--- src/hw/rtl/nlcd_pkg.sv ---
// nlcd_pkg: shared types and constants of the neighbor label cell detector
// payload structs, configuration register codes and reset values
// no dependencies
package nlcd_pkg;

  localparam int unsigned DEF_MAX_WIDTH  = 1024;
  localparam int unsigned DEF_MAX_HEIGHT = 1024;

  localparam int unsigned CFG_IDX_W  = 4;
  localparam int unsigned CFG_DATA_W = 11;
  localparam int unsigned DIGIT_W    = 4;
  localparam int unsigned POS_W      = 10;

  localparam logic [CFG_DATA_W-1:0] FRAME_WIDTH_RST    = 11'd1024;
  localparam logic [CFG_DATA_W-1:0] FRAME_HEIGHT_RST   = 11'd1024;
  localparam logic [DIGIT_W-1:0]    TARGET_VALUE_RST   = 4'd1;
  localparam logic [DIGIT_W-1:0]    NEIGHBOR_VALUE_RST = 4'd2;

  typedef enum logic [CFG_IDX_W-1:0] {
    REG_FRAME_WIDTH    = 4'd0,
    REG_FRAME_HEIGHT   = 4'd1,
    REG_TARGET_VALUE   = 4'd2,
    REG_NEIGHBOR_VALUE = 4'd3
  } cfg_reg_t;

  typedef struct packed {
    logic [DIGIT_W-1:0] cell_value;
    logic               is_flush;
  } in_item_t;

  typedef struct packed {
    logic [POS_W-1:0] match_row;
    logic [POS_W-1:0] match_col;
  } out_item_t;

  typedef struct packed {
    logic [DIGIT_W-1:0] target_value;
    logic [DIGIT_W-1:0] neighbor_value;
  } digits_t;

endpackage

--- src/hw/rtl/nlcd_window.sv ---
// nlcd_window: 3x3 window registers and the neighbor test for the center cell
// the newest column comes in from the line memory and the current cell
// depends on nlcd_pkg
module nlcd_window import nlcd_pkg::*; #(
  parameter int unsigned MAX_WIDTH  = DEF_MAX_WIDTH,
  parameter int unsigned MAX_HEIGHT = DEF_MAX_HEIGHT
) (
  input  logic                             clk,
  input  logic                             rst_n,
  input  logic                             load,
  input  logic [DIGIT_W-1:0]               top,
  input  logic [DIGIT_W-1:0]               mid,
  input  logic [DIGIT_W-1:0]               bot,
  input  logic [$clog2(MAX_WIDTH)-1:0]     pos_c,
  input  logic [$clog2(MAX_HEIGHT+3)-1:0]  pos_r,
  input  logic [$clog2(MAX_WIDTH+1)-1:0]   w_dim,
  input  logic [$clog2(MAX_HEIGHT+1)-1:0]  h_dim,
  input  digits_t                          digits,
  output logic                             found,
  output out_item_t                        result
);

  localparam int unsigned COL_W = $clog2(MAX_WIDTH);
  localparam int unsigned ROW_W = $clog2(MAX_HEIGHT + 3);
  localparam int unsigned WD_W  = $clog2(MAX_WIDTH + 1);

  // left and center columns of the window, index 0 is the top row
  logic [DIGIT_W-1:0] lcol_r [3];
  logic [DIGIT_W-1:0] ccol_r [3];

  logic [ROW_W-1:0]   qr;
  logic [COL_W-1:0]   qc;
  logic               q_ok, up_ok, dn_ok, lf_ok, rt_ok, hit;
  logic [DIGIT_W-1:0] nb;

  always_ff @(posedge clk) begin
    if (!rst_n) begin
      for (int i = 0; i < 3; i++) begin
        lcol_r[i] <= '0;
        ccol_r[i] <= '0;
      end
    end else if (load) begin
      for (int i = 0; i < 3; i++) begin
        lcol_r[i] <= ccol_r[i];
      end
      ccol_r[0] <= top;
      ccol_r[1] <= mid;
      ccol_r[2] <= bot;
    end
  end

  // decided cell sits one row and one column behind the current position (at column zero: two rows back, last column)
  always_comb begin
    nb = digits.neighbor_value;
    if (pos_c != '0) begin
      q_ok = (pos_r >= ROW_W'(1));
      qr   = pos_r - ROW_W'(1);
      qc   = pos_c - COL_W'(1);
    end else begin
      q_ok = (pos_r >= ROW_W'(2));
      qr   = pos_r - ROW_W'(2);
      qc   = COL_W'(w_dim - WD_W'(1));
    end
    up_ok = (qr != '0);
    dn_ok = (qr + ROW_W'(1) < h_dim);
    lf_ok = (qc != '0);
    rt_ok = (WD_W'(qc) + WD_W'(1) < w_dim);

    hit = (up_ok && lf_ok && lcol_r[0] == nb) ||
          (up_ok && ccol_r[0] == nb) ||
          (up_ok && rt_ok && top == nb) ||
          (lf_ok && lcol_r[1] == nb) ||
          (rt_ok && mid == nb) ||
          (dn_ok && lf_ok && lcol_r[2] == nb) ||
          (dn_ok && ccol_r[2] == nb) ||
          (dn_ok && rt_ok && bot == nb);

    found = q_ok && (qr < h_dim) && (ccol_r[1] == digits.target_value) && hit;
    result.match_row = POS_W'(qr);
    result.match_col = POS_W'(qc);
  end

endmodule

--- config.mk ---
export PLATFORM = sky130hd
export DESIGN_NAME = nlcd_window
export DESIGN_NICKNAME = d
export VERILOG_FILES = /design/src/hw/rtl/nlcd_pkg.sv /design/src/hw/rtl/nlcd_window.sv
export SDC_FILE = /design/constraint.sdc
export NUM_CORES = 1
export LEC_CHECK = 0
export ABC_AREA = 1
export BUFFER_PORTS_ARGS = -buffer_cell sky130_fd_sc_hd__buf_2
export CORE_MARGIN = 2
export CORE_UTILIZATION = 45
export DETAILED_ROUTE_END_ITERATION = 10
export GPL_ROUTABILITY_DRIVEN = 0
export GPL_TIMING_DRIVEN = 0
export PLACE_DENSITY_LB_ADDON = 0.3
export SLEW_MARGIN = 20
export SYNTH_ARGS = -nofsm -noshare
export SYNTH_HDL_FRONTEND = slang
export SYNTH_SLANG_ARGS = --single-unit
--- constraint.sdc ---
create_clock -name clk -period 4 [get_ports clk]
set_input_delay 0.4 -clock clk [delete_from_list [all_inputs] [get_ports clk]]
set_output_delay 0.4 -clock clk [all_outputs]
set_load 0.02 [all_outputs]
==> impl_metrics.py <==
metrics = {
    "routing": {
        "wl_um": 10500,
        "avgViaCountPerCell": 5.01,
        "firstDrtPassIters": 5,
        "drt-initial-drc-count": 96,
        "route.detailed.drc": 0,
        "ant_nets": 0,
        "vias": 3881,
        "wl_per_cell_um": 13.5,
    },
    "power": {
        "p_leak_nw": 2.54,
        "p_total_uw": 885,
        "ir_drop_mv": 0.185,
        "p_per_area_nw_per_um2": 179,
    },
    "sta": {
        "grt_setup_unrepaired": "true",
        "hold_violations": 0,
        "slew_headroom": 0.349,
        "period_share": 0.971,
        "whs_ns": 0.456,
        "tns_ns": 0,
        "fmax_ghz": 0.257,
        "setup_slack_ns": 0.114,
        "setup-violations-final": 0,
        "min_period_ns": 3.89,
        "drv_slew": 0,
        "worst_pin_slew_ns": 0.974,
        "skew_ns": 0.00195,
    },
    "setup_path": {
        "slowest_delay_ns": 0.30,
        "arrival_ns": 3.49,
        "worstPathRequired_ns": 3.60,
        "crit_fanout": 4,
        "r2r_start": "ccol_r[0][5]",
        "timing.rr.end": "lcol_r[0][5]",
        "crit_path_end_kind": "primary output",
        "cp.buffers_inverters": 6,
        "crit_family": "simple AND/OR/NAND/NOR gates",
        "worstSetupPathType": "in2out",
        "reg2reg_depth": 2,
        "cp-start-kind": "input port",
        "slowest_stage": "ha_1",
        "ff2ff_setup_slack_ns": 3.21,
        "cp_common_cell": "nand2_4",
    },
    "clock_network": {
        "clkSinkCount": 24,
        "ctsRootBufferMaster": "clkbuf_8",
        "numCtsBuffers": 3,
        "cts_tree": "done",
        "path_clk_slew_ns": 0.08,
        "hold_buffers": 0,
        "cts_buffer_depth": 2,
        "htreeDepth": 1,
        "insertion_delay_ns": 0.26,
    },
    "global_routing": {
        "grt_usage": 0.218,
        "grt-ovfl-total": 0,
        "grt_pass1_vias": 3665,
        "grt_pass1_wl_um": 15800,
        "antenna_found_initial": 0,
        "grt_max_degree": 25,
    },
    "die": {
        "dieWidth_um": 94.5,
        "die-area_um2": 8930,
        "io_pins": 87,
        "die_y_um": 94.5,
        "rows": 33,
        "core_um2": 8090,
        "start_util": 0.455,
    },
    "synthesis": {
        "synth.area.top_cells": "edfxtp_1, ha_1, nand2_1",
        "synth_cell_types": 41,
        "avgSynthCellArea_um2": 6.68,
        "synth_top_area_share": 0.196,
        "yosysWarningCount": 0,
        "ys_seq_elements": 24,
        "netlist_area_um2": 3690,
        "seq_area_frac_synth": 0.196,
        "syn_nets": 658,
        "syn_inst": 552,
        "synth.largest_area_cell": "edfxtp_1",
    },
    "run": {
        "maxCapViolations": 0,
    },
    "cells_and_area": {
        "antenna_cells": 0,
        "fill_cells": 745,
        "syn2layout_area_growth_pct": 34.1,
        "drive_gt1_frac": 0.339,
        "finalNetCount": 777,
    },
    "run_status": {
        "status": "complete, no violations",
    },
    "hold_path": {
        "hold_class": "in2reg",
        "worstHoldPathCells": 3,
        "worstHoldStart": "top[2]",
        "min_to": "ccol_r[0][2]",
    },
    "place": {
        "port_buffers": 82,
        "place_hpwl_um": 7560,
        "dp_slack_ns": -0.435,
    },
}
[how the worst max path moves through the flow]
stage | start | to | slack, ns | depth (start not counted)
3_5_place_dp | pos_c[7] | found | -0.44 | 27
3_3_place_gp | pos_c[7] | found | -0.37 | 27
4_1_cts | pos_r[1] | found | 0.01 | 26
5_1_grt | pos_c[1] | found | -0.11 | 30
2_1_floorplan | pos_c[7] | found | 0.1 | 28
6_report | pos_c[1] | found | 0.11 | 31
[worst register-to-register path, cell delays in order (launching register included)]
cell and delay, ns:
edfxtp_1 0.42, inv_1 0.07, nor2_1 0.04
[cell usage in the layout (no fill, tap or decap), types with 2 or more instances in the layout]
master    count
nor2_2        7
inv_4         3
ha_1         33
nand2_2      24
a21oi_2       3
o21bai_1      2
ha_4          6
nor3_2        3
clkbuf_8      3
xnor2_1      15
nand3_2       9
nor2_1       52
inv_1        96
edfxtp_1     24
clkbuf_1      6
o21ai_0       9
nand3_4       4
nand2_1      98
nand3_1      25
a21oi_1      18
buf_2        74
nor2_4       11
o21ai_2       5
buf_6         6
nand2_4      10
buf_4        32
xor2_1       36
o21ai_1       4
nor4_1        5
nor3_1        3
inv_2        13
buf_8         3
nand4_1       8
[routing by layer]
metal / up-vias / wire length, um / share of wire / global-route usage
met5: - / 0 / 0 / 0
met4: 0 / 201 / 0.019 / 0.0797
met3: 20 / 376 / 0.036 / 0.0184
met2: 100 / 5490 / 0.52 / 0.407
met1: 1784 / 4420 / 0.42 / 0.258
li1: 1977 / - / - / -
[cell families (layout without fill, tap and decap cells)]
family	Yosys count	after routing	synth area share
AO/OA/AOI/OAI	50	50	0.0825
XOR/XNOR	51	51	0.121
adder cells (fa/ha/maj)	40	40	0.136
buffers and inverters	122	240	0.128
flip-flops	24	24	0.196
AND/OR/NAND/NOR	265	265	0.337
[flip-flops by register name, summed over array words and instances (netlist names)]
| name | flops |
|---|---|
| lcol_r | 12 |
| ccol_r | 12 |
[where the power goes]
group / switching, mW / internal [mW]
Clock: 0.0744 / 0.0686
Combinational: 0.260 / 0.176
Sequential: 0.00922 / 0.296
[final cells by class]
class                   instances  area [um^2]  area share
multi-input cells             406         2850       0.576
plain buffers                   7         37.5     0.00759
inverters                     115          453      0.0916
clock inverters                 1         3.75    0.000759
well taps                     105          131      0.0266
clock buffers                   3         41.3     0.00835
flip-flops and latches         24          721       0.146
repair buffers                114          708       0.143
[synthesized netlist by cell type (all sizes together)]
| master | count |
|---|---|
| buf | 1 |
| nand2 | 133 |
| and2 | 1 |
| nand3 | 38 |
| ha | 40 |
| nor4 | 5 |
| a211oi | 1 |
| nand4 | 10 |
| nor3 | 6 |
| o21ai | 18 |
| a21oi | 21 |
| nor2 | 71 |
| inv | 114 |
| o211a | 1 |
| a311oi | 1 |
| clkbuf | 6 |
| o311ai | 1 |
| xnor2 | 15 |
| edfxtp | 24 |
| a31oi | 1 |
| o221ai | 1 |
| o22ai | 1 |
| clkinv | 1 |
| o21bai | 3 |
| o21a | 1 |
| or2 | 1 |
| xor2 | 36 |
[stage by stage]
step                utilization  area, um^2  instances
detailed placement        0.522        4230        739
global placement          0.522        4230        739
global route              0.611        4940        775
finish                    0.611        4940        775
floorplan                     -        3690        552
CTS                       0.559        4520        757
[repair_timing]
item,in CTS,in global routing
pin swaps,9,43
gates resized for setup,34,79
setup buffers,14,18
endpoints found under the setup margin,1,1
Note: power is estimated with default switching activity, not from simulation.
