==> src/hw/rtl/nlcd_pkg.sv <==
// nlcd_pkg: shared types and constants of the neighbor label cell detector
// payload structs, configuration register codes and reset values
// no dependencies
package nlcd_pkg;

  localparam int unsigned DEF_MAX_WIDTH  = 1024;
  localparam int unsigned DEF_MAX_HEIGHT = 1024;

  localparam int unsigned CFG_IDX_W  = 4;
  localparam int unsigned CFG_DATA_W = 11;
  localparam int unsigned DIGIT_W    = 4;
  localparam int unsigned POS_W      = 10;

  localparam logic [CFG_DATA_W-1:0] FRAME_WIDTH_RST    = 11'd1024;
  localparam logic [CFG_DATA_W-1:0] FRAME_HEIGHT_RST   = 11'd1024;
  localparam logic [DIGIT_W-1:0]    TARGET_VALUE_RST   = 4'd1;
  localparam logic [DIGIT_W-1:0]    NEIGHBOR_VALUE_RST = 4'd2;

  typedef enum logic [CFG_IDX_W-1:0] {
    REG_FRAME_WIDTH    = 4'd0,
    REG_FRAME_HEIGHT   = 4'd1,
    REG_TARGET_VALUE   = 4'd2,
    REG_NEIGHBOR_VALUE = 4'd3
  } cfg_reg_t;

  typedef struct packed {
    logic [DIGIT_W-1:0] cell_value;
    logic               is_flush;
  } in_item_t;

  typedef struct packed {
    logic [POS_W-1:0] match_row;
    logic [POS_W-1:0] match_col;
  } out_item_t;

  typedef struct packed {
    logic [DIGIT_W-1:0] target_value;
    logic [DIGIT_W-1:0] neighbor_value;
  } digits_t;

endpackage

==> src/hw/rtl/nlcd_scan.sv <==
// nlcd_scan: configuration registers, dimension clamping and raster position counters
// gives the column, row and effective value of the cell being transferred
// depends on nlcd_pkg
module nlcd_scan import nlcd_pkg::*; #(
  parameter int unsigned MAX_WIDTH  = DEF_MAX_WIDTH,
  parameter int unsigned MAX_HEIGHT = DEF_MAX_HEIGHT
) (
  input  logic                             clk,
  input  logic                             rst_n,
  input  logic                             cfg_we,
  input  logic [CFG_IDX_W-1:0]             cfg_index,
  input  logic [CFG_DATA_W-1:0]            cfg_data,
  input  logic                             accept,
  input  in_item_t                         item,
  output logic [$clog2(MAX_WIDTH)-1:0]     pos_c,
  output logic [$clog2(MAX_HEIGHT+3)-1:0]  pos_r,
  output logic [DIGIT_W-1:0]               pos_v,
  output logic [$clog2(MAX_WIDTH+1)-1:0]   w_dim,
  output logic [$clog2(MAX_HEIGHT+1)-1:0]  h_dim,
  output digits_t                          digits
);

  localparam int unsigned COL_W = $clog2(MAX_WIDTH);
  localparam int unsigned ROW_W = $clog2(MAX_HEIGHT + 3);
  localparam int unsigned WD_W  = $clog2(MAX_WIDTH + 1);
  localparam int unsigned HD_W  = $clog2(MAX_HEIGHT + 1);

  logic [CFG_DATA_W-1:0] frame_width_r, frame_height_r;
  digits_t               digits_r;
  logic [COL_W-1:0]      col_r, col_nxt;
  logic [ROW_W-1:0]      row_r, row_nxt;
  logic                  wrap;

  always_ff @(posedge clk) begin
    if (!rst_n) begin
      frame_width_r           <= FRAME_WIDTH_RST;
      frame_height_r          <= FRAME_HEIGHT_RST;
      digits_r.target_value   <= TARGET_VALUE_RST;
      digits_r.neighbor_value <= NEIGHBOR_VALUE_RST;
    end else if (cfg_we) begin
      case (cfg_index)
        REG_FRAME_WIDTH:    frame_width_r           <= cfg_data;
        REG_FRAME_HEIGHT:   frame_height_r          <= cfg_data;
        REG_TARGET_VALUE:   digits_r.target_value   <= cfg_data[DIGIT_W-1:0];
        REG_NEIGHBOR_VALUE: digits_r.neighbor_value <= cfg_data[DIGIT_W-1:0];
        default: ;
      endcase
    end
  end

  // clamp to 1..MAX
  always_comb begin
    if (frame_width_r == '0) begin
      w_dim = WD_W'(1);
    end else if (32'(frame_width_r) > MAX_WIDTH) begin
      w_dim = WD_W'(MAX_WIDTH);
    end else begin
      w_dim = WD_W'(frame_width_r);
    end
    if (frame_height_r == '0) begin
      h_dim = HD_W'(1);
    end else if (32'(frame_height_r) > MAX_HEIGHT) begin
      h_dim = HD_W'(MAX_HEIGHT);
    end else begin
      h_dim = HD_W'(frame_height_r);
    end
  end

  assign digits = digits_r;

  // a column left beyond a narrowed width moves to the next row
  always_comb begin
    wrap  = (col_r >= w_dim);
    pos_c = wrap ? '0 : col_r;
    pos_r = wrap ? row_r + ROW_W'(1) : row_r;
    pos_v = (item.is_flush || pos_r >= h_dim) ? '0 : item.cell_value;

    if (pos_r >= ROW_W'(h_dim) + ROW_W'(1)) begin
      col_nxt = '0;
      row_nxt = '0;
    end else if (WD_W'(pos_c) + WD_W'(1) >= w_dim) begin
      col_nxt = '0;
      row_nxt = pos_r + ROW_W'(1);
    end else begin
      col_nxt = pos_c + COL_W'(1);
      row_nxt = pos_r;
    end
  end

  always_ff @(posedge clk) begin
    if (!rst_n) begin
      col_r <= '0;
      row_r <= '0;
    end else if (accept) begin
      col_r <= col_nxt;
      row_r <= row_nxt;
    end
  end

endmodule

==> config.mk <==
export PLATFORM = sky130hd
export DESIGN_NAME = nlcd_scan
export DESIGN_NICKNAME = d
export VERILOG_FILES = /design/src/hw/rtl/nlcd_pkg.sv /design/src/hw/rtl/nlcd_scan.sv
export SDC_FILE = /design/constraint.sdc
export NUM_CORES = 1
export LEC_CHECK = 0
export BUFFER_PORTS_ARGS = -buffer_cell sky130_fd_sc_hd__clkbuf_2
export CAP_MARGIN = 15
export CORE_AREA = 5 5 139 141
export CTS_CLUSTER_DIAMETER = 50
export CTS_CLUSTER_SIZE = 24
export DETAILED_ROUTE_END_ITERATION = 7
export DIE_AREA = 0 0 144 146
export PLACE_DENSITY = 0.5
export SETUP_SLACK_MARGIN = 0.4
export SLEW_MARGIN = 40
export SYNTH_ARGS = -nofsm -noshare
export SYNTH_HDL_FRONTEND = slang
export SYNTH_SLANG_ARGS = --single-unit
==> constraint.sdc <==
create_clock -name clk -period 5 [get_ports clk]
set_input_delay 0.75 -clock clk [delete_from_list [all_inputs] [get_ports clk]]
set_output_delay 0.75 -clock clk [all_outputs]
set_load 0.05 [all_outputs]
==> impl_metrics.csv <==
group,metric,value,unit
placement,place_congestion,0.848,
yosys,synth_nets,574,
clocking,cts_buffers,5,
power_and_ir_drop,p_clk_share,40.1,%
placement,place_hpwl,10.2,mm
power_and_ir_drop,p_switching,268,uW
finish,fin_util,30.9,%
timing,hold_viol,0,
placement,numPortBuffers,78,
finish,antenna_cells,0,
routing,drt_iter0_drc,165,
global_route,grt_first_pass_wirelength,20.6,mm
finish,layout-drive-gt1-share,33.0,%
floorplanning,fp.dieW,144,um
timing,min_period_over_period,94.6,%
yosys,yosys_warnings,0,
timing,finalSetupTns,0,ns
floorplanning,die_h,146,um
routing,vias,3841,
worst_setup_path,crit_type,"reg2out",
finish,fin_nets,670,
clocking,insertion_delay,0.30,ns
clocking,clockBufferDepth,2,
yosys,async_flop_share,0,%
yosys,synth_seq_area_share,25.3,%
worst_hold_path,holdCritPathClass,"reg2reg",
routing,drt_pass1_iterations,4,
global_route,antenna_found_initial,0,
routing,wire_per_inst,15.7,um
worst_setup_path,worst_setup_path_end_kind,"output port",
timing,min_period,4.73,ns
timing,fmax,211,MHz
worst_setup_path,crit_arrival,3.98,ns
global_route,grt_pass1_vias,3813,
finish,final_cell_count_no_fill,829,
timing,worstMarginPinSlew,0.766,ns
timing,slew_headroom,48.9,%
global_route,grt_usage,12.2,%
placement,dp_worst_setup_slack,0.186,ns
yosys,synthFlopType,"dfxtp_1",
global_route,grt_overflow,0,
placement,placedCellCount,800,
routing,vias_per_cell,4.63,
power_and_ir_drop,p_comb_share,15.0,%
yosys,ys_types,63,
floorplanning,initial_utilization,22.6,%
worst_setup_path,startpoint_type,"flip-flop",
timing,setup_viol_count_final,0,
timing,rsz0062_at_grt,"yes",
power_and_ir_drop,intPower,661,uW
power_and_ir_drop,p_sw_share,28.9,%
power_and_ir_drop,seq_power_share,44.9,%
worst_setup_path,path_max_fanout,13,
yosys,synthesis.area,4030,sq um
floorplanning,io_pins,79,
floorplanning,design.core.area,17800,sq um
global_route,grt_max_degree,36,
clocking,clk_pin_slew,0.08,ns
routing,route.detailed.drc,0,
yosys,synth_cells,503,
power_and_ir_drop,peakVddDrop,0.143,mV
power_and_ir_drop,power.density,168,nW/um^2
run_status,status,"completed",
finish,syn2layout_area_growth,36.7,%
routing,wl,13.0,mm
timing,worst_slack,0.271,ns
clocking,cts_sinks,51,
floorplanning,dieArea,21000,sq um
clocking,htreeDepth,2,
clocking,cts_tree,"yes",
timing,clock_skew,0.0101,ns
routing,ant_nets,0,
clocking,root_buffer,"clkbuf_16",
worst_setup_path,crit_required,4.25,ns
yosys,synth-edff-count,0,
floorplanning,row_count,49,
yosys,syn_area_per_cell,8.02,sq um
timing,maxSlewViolCount,0,
job,cap_violations,0,
yosys,ys_ff_latch,51,
power_and_ir_drop,power_leakage,0.00246,uW
[cell usage after synthesis (all sizes together) (6+ instances only)]
cell	number	area (sq um)
a21o	9	67.6
a21oi	30	158
a31oi	6	37.5
and2	7	43.8
and3	7	48.8
buf	6	32.5
clkbuf	14	52.6
dfxtp	51	1020
ha	47	588
inv	38	143
mux2i	21	210
nand2	65	249
nand3	13	65.1
nand4	9	71.3
nor2	48	180
nor2b	17	106
nor3	8	61.3
nor4	7	50.1
o211ai	7	71.3
o21ai	15	90.1
xnor2	24	225
xor2	8	70.1
[state kept, by name, indices dropped and copies added, names as in the netlist]
signal and flops:
frame_height_r 11, col_r 10, frame_width_r 11, row_r 11, digits 8
[worst paths after layout]
path,from,cells past startpoint,end,slack (ns)
hold reg to reg,digits[1]$_SDFFE_PN1P_,2,digits[1]$_SDFFE_PN1P_,0.48
hold / removal,digits[1]$_SDFFE_PN1P_,2,digits[1]$_SDFFE_PN1P_,0.48
setup / recovery,frame_width_r[10]$_SDFFE_PN1P_,17,pos_v[0],0.27
setup reg to reg,frame_width_r[9]$_SDFFE_PN0P_,25,row_r[7]$_SDFFE_PN0P_,0.43
[critical path, stage by stage (launching register included)]
cell      delay, ns
dfxtp_1        0.34
inv_4          0.13
nand2_1        0.19
ha_1           0.40
a211oi_1       0.11
or3_1          0.42
o21ai_4        0.14
buf_6          0.19
buf_4          0.12
nand4_1        0.16
xor2_2         0.30
inv_1          0.13
ha_1           0.23
nor4_2         0.30
a22oi_2        0.12
buf_6          0.16
nor2b_4        0.12
buf_8          0.15
[cells in the final DEF (no fill, tap or decap), drive strengths merged, types with 21 or more instances in the layout]
cell and instances:
buf 35, nand2 65, nor2 48, a21oi 30
mux2i 21, clkbuf 79, dfxtp 51, ha 47
xnor2 24, inv 41
[cell families (layout without fill, tap and decap cells)]
kind of cell / after synthesis / in the layout / synth area share (%)
xor+xnor: 32 / 32 / 7.32
compound gates: 95 / 95 / 16.9
buf+inv: 58 / 155 / 5.65
fa+ha+maj: 47 / 47 / 14.6
mux: 21 / 21 / 5.21
flops: 51 / 51 / 25.3
simple gates: 199 / 199 / 25.1
[cell type report]
cell class                 count  area, sq um
tap                          229          287
inverter                      38          145
clock inverter                 3         28.8
sequential                    51         1030
clock buffer                   5          125
timing repair buffer         109          683
multi-input combinational    394         3220
fill                        1923        12300
[stage by stage]
| stage | cell area (sq um) | total power (uW) | hold WS (ns) |
|---|---|---|---|
| final | 5510 | 929 | 0.483 |
| after global routing | 5510 | 975 | 0.516 |
| after CTS | 5250 | 933 | 0.488 |
| after detailed placement | 4850 | 545 | 0.464 |
| after global placement | 4840 | 545 | 0.462 |
| after floorplan | 4180 | 504 | 0.450 |
[what timing repair did]
item,4_1_cts,5_1_grt
resized for setup,29,44
buffers inserted,12,8
endpoints found under the setup margin,10,23
gates cloned,0,1
hold buffers,0,0
pin swaps,15,26
[power groups by stage]
stage                     logic (uW)  registers [uW]  clock network (uW)
after global routing             152             418                 405
final                            139             417                 373
after floorplan                 77.1             427                   0
after detailed placement         119             426                   0
after CTS                        131             417                 386
after global placement           119             426                   0
[metal layers]
| metal | vias to the layer above | routed length, um | GRT usage, % |
|---|---|---|---|
| met4 | 0 | 82 | 2.26 |
| met2 | 88 | 5820 | 19.1 |
| li1 | 1937 | - | - |
| met5 | - | 0 | 0 |
| met1 | 1810 | 6420 | 17.3 |
| met3 | 6 | 703 | 2.63 |
Power figures use the tool's default switching activity.
